`src/sv/arpc_pkg.sv`:
```
`timescale 1ns / 1ps

package arpc_pkg;

    localparam int CACHE_ENTRIES = 16;
    localparam int IDX_W         = $clog2(CACHE_ENTRIES);
    localparam int CNT_W         = $clog2(CACHE_ENTRIES + 1);

    localparam int IP_W    = 32;
    localparam int MAC_W   = 48;
    localparam int ENTRY_W = IP_W + MAC_W;
    localparam int LEN_W   = 11;
    localparam int HDR_W   = 16;

    localparam int CFG_IDX_W  = 2;
    localparam int CFG_DATA_W = 48;

    localparam logic [CFG_IDX_W-1:0] CFG_OWN_IP = 2'd0;

    localparam logic             OP_LOOKUP   = 1'b0;
    localparam logic             OP_FRAME    = 1'b1;
    localparam logic [LEN_W-1:0] MIN_ARP_LEN = 11'd28;
    localparam logic [HDR_W-1:0] HW_ETHERNET = 16'd1;
    localparam logic [HDR_W-1:0] PROTO_IPV4  = 16'h0800;
    localparam logic [HDR_W-1:0] OPC_REQUEST = 16'd1;

    typedef enum logic [2:0] {
        ST_IDLE,
        ST_CHECK,
        ST_SCAN,
        ST_WRITE,
        ST_RESULT
    } t_state;

    typedef struct packed {
        logic load;
        logic scan_start;
        logic scan;
        logic write;
        logic emit;
    } t_dp_cmd;

    typedef struct packed {
        logic is_frame;
        logic frame_ok;
        logic scan_done;
    } t_dp_sts;

endpackage

```
`src/sv/arpc_ram.sv`:
```
`timescale 1ns / 1ps

module arpc_ram #(
    parameter int WIDTH = 8,
    parameter int DEPTH = 16
) (
    input  logic                     i_clk,
    input  logic                     i_we,
    input  logic [$clog2(DEPTH)-1:0] i_waddr,
    input  logic [WIDTH-1:0]         i_wdata,
    input  logic                     i_re,
    input  logic [$clog2(DEPTH)-1:0] i_raddr,
    output logic [WIDTH-1:0]         o_rdata
);

    logic [WIDTH-1:0] r_mem [DEPTH];
    logic [WIDTH-1:0] r_rdata;

    always_ff @(posedge i_clk) begin
        if (i_we) begin
            r_mem[i_waddr] <= i_wdata;
        end
        if (i_re) begin
            r_rdata <= r_mem[i_raddr];
        end
    end

    assign o_rdata = r_rdata;

endmodule

```
`src/sv/arpc_ctrl.sv`:
```
`timescale 1ns / 1ps

module arpc_ctrl
    import arpc_pkg::*;
(
    input  logic    i_clk,
    input  logic    i_rst_n,
    input  logic    i_start,
    input  t_dp_sts i_sts,
    output t_dp_cmd o_cmd,
    output logic    o_busy
);

    t_state r_state;
    t_state n_state;

    always_ff @(posedge i_clk) begin
        if (!i_rst_n) begin
            r_state <= ST_IDLE;
        end else begin
            r_state <= n_state;
        end
    end

    always_comb begin
        n_state = r_state;
        o_cmd   = '0;
        unique case (r_state)
            ST_IDLE: begin
                if (i_start) begin
                    o_cmd.load = 1'b1;
                    n_state    = ST_CHECK;
                end
            end
            ST_CHECK: begin
                o_cmd.scan_start = 1'b1;
                if (i_sts.is_frame && !i_sts.frame_ok) begin
                    n_state = ST_RESULT;
                end else begin
                    n_state = ST_SCAN;
                end
            end
            ST_SCAN: begin
                o_cmd.scan = 1'b1;
                if (i_sts.scan_done) begin
                    n_state = i_sts.is_frame ? ST_WRITE : ST_RESULT;
                end
            end
            ST_WRITE: begin
                o_cmd.write = 1'b1;
                n_state     = ST_RESULT;
            end
            ST_RESULT: begin
                o_cmd.emit = 1'b1;
                n_state    = ST_IDLE;
            end
            default: begin
                n_state = ST_IDLE;
            end
        endcase
    end

    assign o_busy = (r_state != ST_IDLE);

endmodule

```
`src/sv/arpc_dp.sv`:
```
`timescale 1ns / 1ps

module arpc_dp
    import arpc_pkg::*;
(
    input  logic                  i_clk,
    input  logic                  i_rst_n,
    input  t_dp_cmd               i_cmd,
    output t_dp_sts               o_sts,
    input  logic                  i_cfg_we,
    input  logic [CFG_IDX_W-1:0]  i_cfg_idx,
    input  logic [CFG_DATA_W-1:0] i_cfg_data,
    input  logic                  i_operation,
    input  logic [IP_W-1:0]       i_lookup_ip,
    input  logic [LEN_W-1:0]      i_payload_length,
    input  logic [HDR_W-1:0]      i_hardware_type,
    input  logic [HDR_W-1:0]      i_protocol_type,
    input  logic [HDR_W-1:0]      i_arp_opcode,
    input  logic [IP_W-1:0]       i_sender_ip,
    input  logic [MAC_W-1:0]      i_sender_mac,
    input  logic [IP_W-1:0]       i_target_ip,
    output logic                  o_done,
    output logic                  o_lookup_hit,
    output logic [MAC_W-1:0]      o_found_mac,
    output logic                  o_request_needed,
    output logic                  o_frame_accepted,
    output logic                  o_reply_valid,
    output logic [MAC_W-1:0]      o_reply_target_mac,
    output logic [IP_W-1:0]       o_reply_target_ip
);

    logic [IP_W-1:0]          r_own_ip;
    logic                     r_is_frame;
    logic                     r_frame_ok;
    logic                     r_reply_req;
    logic [IP_W-1:0]          r_key_ip;
    logic [MAC_W-1:0]         r_smac;

    logic [CACHE_ENTRIES-1:0] r_valid;
    logic [IDX_W-1:0]         r_next_slot;
    logic [CNT_W-1:0]         r_rd_cnt;
    logic                     r_cmp_vld;
    logic [IDX_W-1:0]         r_cmp_idx;
    logic                     r_found;
    logic [IDX_W-1:0]         r_found_idx;
    logic [MAC_W-1:0]         r_found_mac;

    logic                     r_done;
    logic                     r_lookup_hit;
    logic [MAC_W-1:0]         r_found_mac_out;
    logic                     r_request_needed;
    logic                     r_frame_accepted;
    logic                     r_reply_valid;
    logic [MAC_W-1:0]         r_reply_target_mac;
    logic [IP_W-1:0]          r_reply_target_ip;

    logic                     ram_re;
    logic [IDX_W-1:0]         ram_waddr;
    logic [ENTRY_W-1:0]       ram_rdata;
    logic                     match;
    logic                     frame_ok_in;
    logic                     reply_in;

    assign frame_ok_in = (i_payload_length >= MIN_ARP_LEN) &&
                         (i_hardware_type == HW_ETHERNET) &&
                         (i_protocol_type == PROTO_IPV4);
    assign reply_in    = (i_arp_opcode == OPC_REQUEST) && (r_own_ip != '0) &&
                         (i_target_ip == r_own_ip);

    assign ram_re    = i_cmd.scan && (r_rd_cnt < CNT_W'(CACHE_ENTRIES));
    assign ram_waddr = r_found ? r_found_idx : r_next_slot;
    assign match     = r_cmp_vld && r_valid[r_cmp_idx] &&
                       (ram_rdata[ENTRY_W-1:MAC_W] == r_key_ip);

    arpc_ram #(
        .WIDTH (ENTRY_W),
        .DEPTH (CACHE_ENTRIES)
    ) u_cache (
        .i_clk   (i_clk),
        .i_we    (i_cmd.write),
        .i_waddr (ram_waddr),
        .i_wdata ({r_key_ip, r_smac}),
        .i_re    (ram_re),
        .i_raddr (r_rd_cnt[IDX_W-1:0]),
        .o_rdata (ram_rdata)
    );

    always_ff @(posedge i_clk) begin
        if (!i_rst_n) begin
            r_own_ip <= '0;
        end else if (i_cfg_we && (i_cfg_idx == CFG_OWN_IP)) begin
            r_own_ip <= i_cfg_data[IP_W-1:0];
        end
    end

    always_ff @(posedge i_clk) begin
        if (i_cmd.load) begin
            r_is_frame  <= (i_operation == OP_FRAME);
            r_frame_ok  <= frame_ok_in;
            r_reply_req <= reply_in;
            r_key_ip    <= (i_operation == OP_FRAME) ? i_sender_ip : i_lookup_ip;
            r_smac      <= i_sender_mac;
        end
    end

    always_ff @(posedge i_clk) begin
        if (!i_rst_n) begin
            r_rd_cnt  <= '0;
            r_cmp_vld <= 1'b0;
            r_found   <= 1'b0;
        end else if (i_cmd.scan_start) begin
            r_rd_cnt  <= '0;
            r_cmp_vld <= 1'b0;
            r_found   <= 1'b0;
        end else begin
            r_cmp_vld <= ram_re;
            if (ram_re) begin
                r_rd_cnt <= r_rd_cnt + CNT_W'(1);
            end
            if (match && !r_found) begin
                r_found <= 1'b1;
            end
        end
    end

    always_ff @(posedge i_clk) begin
        if (ram_re) begin
            r_cmp_idx <= r_rd_cnt[IDX_W-1:0];
        end
        if (match && !r_found) begin
            r_found_idx <= r_cmp_idx;
            r_found_mac <= ram_rdata[MAC_W-1:0];
        end
    end

    always_ff @(posedge i_clk) begin
        if (!i_rst_n) begin
            r_valid     <= '0;
            r_next_slot <= '0;
        end else if (i_cmd.write && !r_found) begin
            r_valid[r_next_slot] <= 1'b1;
            r_next_slot <= (r_next_slot == IDX_W'(CACHE_ENTRIES - 1)) ?
                           '0 : r_next_slot + IDX_W'(1);
        end
    end

    always_ff @(posedge i_clk) begin
        if (!i_rst_n) begin
            r_done <= 1'b0;
        end else begin
            r_done <= i_cmd.emit;
        end
    end

    always_ff @(posedge i_clk) begin
        if (i_cmd.emit) begin
            r_lookup_hit       <= !r_is_frame && r_found;
            r_found_mac_out    <= (!r_is_frame && r_found) ? r_found_mac : '0;
            r_request_needed   <= !r_is_frame && !r_found;
            r_frame_accepted   <= r_is_frame && r_frame_ok;
            r_reply_valid      <= r_is_frame && r_frame_ok && r_reply_req;
            r_reply_target_mac <= (r_is_frame && r_frame_ok && r_reply_req) ? r_smac : '0;
            r_reply_target_ip  <= (r_is_frame && r_frame_ok && r_reply_req) ?
                                  r_key_ip : '0;
        end
    end

    assign o_sts.is_frame  = r_is_frame;
    assign o_sts.frame_ok  = r_frame_ok;
    assign o_sts.scan_done = r_cmp_vld && (r_cmp_idx == IDX_W'(CACHE_ENTRIES - 1));

    assign o_done             = r_done;
    assign o_lookup_hit       = r_lookup_hit;
    assign o_found_mac        = r_found_mac_out;
    assign o_request_needed   = r_request_needed;
    assign o_frame_accepted   = r_frame_accepted;
    assign o_reply_valid      = r_reply_valid;
    assign o_reply_target_mac = r_reply_target_mac;
    assign o_reply_target_ip  = r_reply_target_ip;

`ifndef SYNTH
    a_no_rw_clash: assert property (@(posedge i_clk) disable iff (!i_rst_n)
        !(i_cmd.write && ram_re))
        else $error("cache read and write in the same cycle");

    a_found_valid: assert property (@(posedge i_clk) disable iff (!i_rst_n)
        (r_found && i_cmd.write) |-> r_valid[r_found_idx])
        else $error("in-place update of an invalid entry");

    a_beat_kind: assert property (@(posedge i_clk) disable iff (!i_rst_n)
        o_done |-> ((o_lookup_hit || o_request_needed) != (o_frame_accepted || r_is_frame)
                    || !o_frame_accepted))
        else $error("result beat mixes lookup and frame flags");

    a_reply_needs_accept: assert property (@(posedge i_clk) disable iff (!i_rst_n)
        (o_done && o_reply_valid) |-> o_frame_accepted)
        else $error("reply without accepted frame");

    a_scan_bound: assert property (@(posedge i_clk) disable iff (!i_rst_n)
        r_rd_cnt <= CNT_W'(CACHE_ENTRIES))
        else $error("scan counter past cache depth");
`endif

endmodule

```
`src/sv/arp_cache_and_responder_core.sv`:
```
`timescale 1ns / 1ps
// Steps: load, check, cache walk, entry write (accepted frame only), result; a rejected
// frame skips walk and write. A new item is taken the cycle o_done rises.
// The cache walk reads one entry per cycle through the single RAM read port (16 entries).
// Receiver cannot stall: o_done and the result ports are valid for one cycle.
// Synchronous active-low reset clears valid marks, replacement pointer and own_ip.

module arp_cache_and_responder_core
    import arpc_pkg::*;
(
    input  logic                  i_clk,
    input  logic                  i_rst_n,
    input  logic                  start,
    output logic                  busy,
    input  logic                  i_cfg_we,
    input  logic [CFG_IDX_W-1:0]  i_cfg_idx,
    input  logic [CFG_DATA_W-1:0] i_cfg_data,
    input  logic                  i_operation,
    input  logic [IP_W-1:0]       i_lookup_ip,
    input  logic [LEN_W-1:0]      i_payload_length,
    input  logic [HDR_W-1:0]      i_hardware_type,
    input  logic [HDR_W-1:0]      i_protocol_type,
    input  logic [HDR_W-1:0]      i_arp_opcode,
    input  logic [IP_W-1:0]       i_sender_ip,
    input  logic [MAC_W-1:0]      i_sender_mac,
    input  logic [IP_W-1:0]       i_target_ip,
    output logic                  o_done,
    output logic                  o_lookup_hit,
    output logic [MAC_W-1:0]      o_found_mac,
    output logic                  o_request_needed,
    output logic                  o_frame_accepted,
    output logic                  o_reply_valid,
    output logic [MAC_W-1:0]      o_reply_target_mac,
    output logic [IP_W-1:0]       o_reply_target_ip
);

    t_dp_cmd cmd;
    t_dp_sts sts;

    arpc_ctrl u_ctrl (
        .i_clk   (i_clk),
        .i_rst_n (i_rst_n),
        .i_start (start),
        .i_sts   (sts),
        .o_cmd   (cmd),
        .o_busy  (busy)
    );

    arpc_dp u_dp (
        .i_clk              (i_clk),
        .i_rst_n            (i_rst_n),
        .i_cmd              (cmd),
        .o_sts              (sts),
        .i_cfg_we           (i_cfg_we),
        .i_cfg_idx          (i_cfg_idx),
        .i_cfg_data         (i_cfg_data),
        .i_operation        (i_operation),
        .i_lookup_ip        (i_lookup_ip),
        .i_payload_length   (i_payload_length),
        .i_hardware_type    (i_hardware_type),
        .i_protocol_type    (i_protocol_type),
        .i_arp_opcode       (i_arp_opcode),
        .i_sender_ip        (i_sender_ip),
        .i_sender_mac       (i_sender_mac),
        .i_target_ip        (i_target_ip),
        .o_done             (o_done),
        .o_lookup_hit       (o_lookup_hit),
        .o_found_mac        (o_found_mac),
        .o_request_needed   (o_request_needed),
        .o_frame_accepted   (o_frame_accepted),
        .o_reply_valid      (o_reply_valid),
        .o_reply_target_mac (o_reply_target_mac),
        .o_reply_target_ip  (o_reply_target_ip)
    );

endmodule
```
`config.mk`:
```
export PLATFORM = sky130hd
export DESIGN_NAME = arp_cache_and_responder_core
export DESIGN_NICKNAME = d
export VERILOG_FILES = /design/src/sv/arpc_pkg.sv /design/src/sv/arpc_ram.sv /design/src/sv/arpc_ctrl.sv /design/src/sv/arpc_dp.sv /design/src/sv/arp_cache_and_responder_core.sv
export SDC_FILE = /design/constraint.sdc
export NUM_CORES = 2
export LEC_CHECK = 0
export ABC_AREA = 1
export BUFFER_PORTS_ARGS = -buffer_cell sky130_fd_sc_hd__buf_2
export CORE_ASPECT_RATIO = 1.25
export CORE_MARGIN = 3
export CORE_UTILIZATION = 55
export CTS_CLUSTER_DIAMETER = 200
export DETAILED_ROUTE_END_ITERATION = 6
export PLACE_DENSITY = 0.86
export SLEW_MARGIN = 30
export SYNTH_ARGS = -nofsm -noshare
export SYNTH_HDL_FRONTEND = slang
export SYNTH_SLANG_ARGS = --single-unit
```
`constraint.sdc`:
```
create_clock -name i_clk -period 9.19 [get_ports i_clk]
set_input_delay 0.919 -clock i_clk [delete_from_list [all_inputs] [get_ports i_clk]]
set_output_delay 0.919 -clock i_clk [all_outputs]
set_load 0.01 [all_outputs]
```
==> impl_metrics.json <==
{
  "critPathKind": "reg2reg",
  "drive_gt1_share_pct": 13.8,
  "finalPower_w": 0.0179,
  "post-place-ws_ps": 4680,
  "fin_setup_tns_ps": 0,
  "cap_violations": 0,
  "routed_wl_um": 172000,
  "critPathBufInv": 3,
  "yosys_warnings": 0,
  "p_leak_nw": 25.1,
  "finClkSkew_ps": 20.5,
  "grt_pass1_vias": 42400,
  "power.density_mw_per_mm2": 242,
  "cts-resized-gates": 0,
  "grt_start_max_net_pins": 222,
  "min_period_over_period_pct": 48.7,
  "dp_hpwl_um": 86000,
  "h-tree-depth": 4,
  "cts_buffers": 156,
  "crit_required_ps": 9680,
  "rsz0062_at_grt": "false",
  "slowest_delay_ps": 950,
  "crit_family": "buffers and inverters",
  "clockBufferDepth": 3,
  "setup_ws_ps": 4710,
  "crit_chain": "buf_4 > buf_6 > buf_4 > mux2i_1 > o221ai_1 > nand3_1 > nand3_1",
  "syn-cell-area_mm2": 0.0655,
  "antenna_found_initial": 5,
  "clock_latency_ps": 790,
  "setup_viol_count_final": 0,
  "slowest_stage": "dfxtp_4",
  "post-cts-setup-buffer-count": 0,
  "io_buffers": 373,
  "path_max_fanout": 96,
  "hp-class": "in2reg",
  "gp_congestion": 0.876,
  "synth_top_cell_area_share_pct": 74.8,
  "multi_input_area_mm2": 0.0134,
  "cts_sinks": 1694,
  "antenna_cells": 0,
  "critPathLaunchType": "register",
  "ios": 392,
  "num-fill-cells": 7733,
  "final_nets": 5423,
  "critPathCaptureType": "register",
  "die_h_um": 392,
  "fmax_ghz": 0.223,
  "syn_area_per_cell_um2": 13.5,
  "vias": 42800,
  "maxSlewHeadroom_pct": 27.4,
  "path_clk_slew_ps": 70,
  "syn-num-nets": 5107,
  "viasPerCell": 6.25,
  "synth_top_area_cell": "edfxtp_1",
  "dpl_cell_area_mm2": 0.0688,
  "synth_cells": 4844,
  "ir_worst_vdd_mv": 0.198,
  "tightest_slew_ps": 1090,
  "min_period_ps": 4480,
  "ctsHoldBuffers": 0,
  "drt_iter0_markers": 6292,
  "synthFlopType": "edfxtp_1",
  "die_w_um": 315,
  "grt.overflow.total": 0,
  "hold_viol_final": 0,
  "crit_arrival_ps": 4960,
  "drc": 0,
  "rows": 140,
  "final_area_mm2": 0.0739,
  "status": "complete, no violations",
  "drt-pass1-iter-count": 7,
  "grt_use_total_pct": 27.3,
  "avgRoutedWirePerCell_um": 25.1,
  "drv_slew": 0,
  "syn_to_final_growth_pct": 12.7,
  "seq_area_frac_synth_pct": 76.7,
  "grt_first_pass_wirelength_um": 252000,
  "ant_nets": 0,
  "start_util_pct": 55.8,
  "die_area_mm2": 0.123,
  "cts-root-buf": "clkbuf_16",
  "synthTopCellsByArea": "edfxtp_1 (75%), nor2_1 (6.5%), o21ai_0 (3.3%)",
  "coreArea_mm2": 0.117,
  "cts_tree": "yes",
  "regArea_mm2": 0.0502,
  "synthArstFlopShare_pct": 0,
  "synthDistinctLibCells": 37,
  "ys_ff_latch": 1694,
  "synth-edff-count": 1631,
  "worst_hold_slack_ps": 312
}
==> power breakdown <==
group          total (W)  internal (W)  switching, W
registers        0.00973       0.00920      0.000527
clock network    0.00635       0.00352       0.00282
logic            0.00182      0.000523       0.00129
==> metrics by stage <==
stage	utilization [%]	instances
after floorplan	-	4844
after global placement	58.5	6559
after detailed placement	58.6	6563
after CTS	62.9	6849
after global routing	62.9	6850
final	62.9	6850
==> registers in the layout (all words and copies together), names as in the netlist, 3 cells and up <==
register,flops
u_dp.r_key_ip,32
u_dp.r_rd_cnt,5
u_dp.r_next_slot,4
u_dp.o_reply_target_mac,48
u_dp.u_cache.o_rdata,80
u_dp.r_valid,16
u_dp.o_found_mac,48
u_dp.r_cmp_idx,4
u_dp.r_smac,48
u_dp.r_found_mac,48
u_dp.u_cache.r_mem,1280
u_ctrl.r_state,3
u_dp.o_reply_target_ip,32
u_dp.r_own_ip,32
u_dp.r_found_idx,4
==> cell type report <==
type / count / area share, %
clock buffer: 187 / 5.50
multi-input combinational: 2660 / 18.1
inverter: 210 / 1.09
tap: 1562 / 2.65
clock inverter: 99 / 1.24
timing repair buffer: 438 / 3.41
sequential: 1694 / 68.0
==> kinds of logic (layout without fill, tap and decap cells) <==
family	Yosys count	in the layout	share of synthesized area [%]
flip-flops	1694	1694	76.7
AND/OR/NAND/NOR	1681	1681	10.1
AO/OA/AOI/OAI	872	872	8.33
buffers and inverters	490	934	3.19
XOR/XNOR	21	21	0.281
multiplexers	81	81	1.30
adder cells (fa/ha/maj)	5	5	0.0955
==> placed cells by master, fill, tap and decap left out, drive strengths merged, types with 49 or more instances in the layout <==
master  instances
buf           438
clkbuf        187
clkinv         67
dfxtp          63
edfxtp       1631
inv           221
mux2i          49
nand2         337
nand3         154
nor2         1134
o211ai        111
o21ai         506
o221ai         49
o32ai         160
==> Yosys cell counts (2+ instances only) <==
| master | n |
|---|---|
| nand4_1 | 12 |
| inv_2 | 3 |
| o21ai_1 | 69 |
| mux2i_1 | 49 |
| o32ai_1 | 160 |
| buf_4 | 21 |
| a221oi_1 | 4 |
| buf_1 | 21 |
| nor4_1 | 18 |
| inv_1 | 205 |
| or2_2 | 7 |
| o22ai_1 | 4 |
| buf_6 | 15 |
| nand2_1 | 337 |
| buf_2 | 46 |
| o21ai_0 | 437 |
| clkbuf_1 | 177 |
| edfxtp_1 | 1631 |
| mux2_2 | 32 |
| nor3_1 | 14 |
| dfxtp_1 | 63 |
| nor2_1 | 1134 |
| clkinv_1 | 2 |
| nand3_1 | 154 |
| ha_1 | 5 |
| a21oi_1 | 35 |
| xor2_1 | 10 |
| o221ai_1 | 49 |
| nor3b_1 | 2 |
| xnor2_1 | 11 |
| o211ai_1 | 111 |
==> worst paths after layout <==
check | start | to | slack (ps) | cells past startpoint
hold / removal | i_sender_mac[0] | u_dp.r_smac[0]$_DFFE_PP_ | 310 | 1
hold reg to reg | u_dp.u_cache.o_rdata[10]$_DFFE_PP_ | u_dp.r_found_mac[10]$_DFFE_PP_ | 410 | 0
setup / recovery | u_dp.r_rd_cnt[0]$_SDFFE_PP0P_ | u_dp.u_cache.o_rdata[18]$_DFFE_PP_ | 4710 | 7
setup reg to reg | u_dp.r_rd_cnt[0]$_SDFFE_PP0P_ | u_dp.u_cache.o_rdata[18]$_DFFE_PP_ | 4710 | 7
==> per-layer routing <==
layer	global-route usage, %	vias up	wire length [um]	share of wire [%]
met2	45.0	3424	84100	49
li1	-	18300	-	-
met5	0	-	13	0.0076
met4	14.8	2	9190	5.3
met3	6.15	643	21300	12
met1	33.6	20500	57300	33
Power figures use the tool's default switching activity.
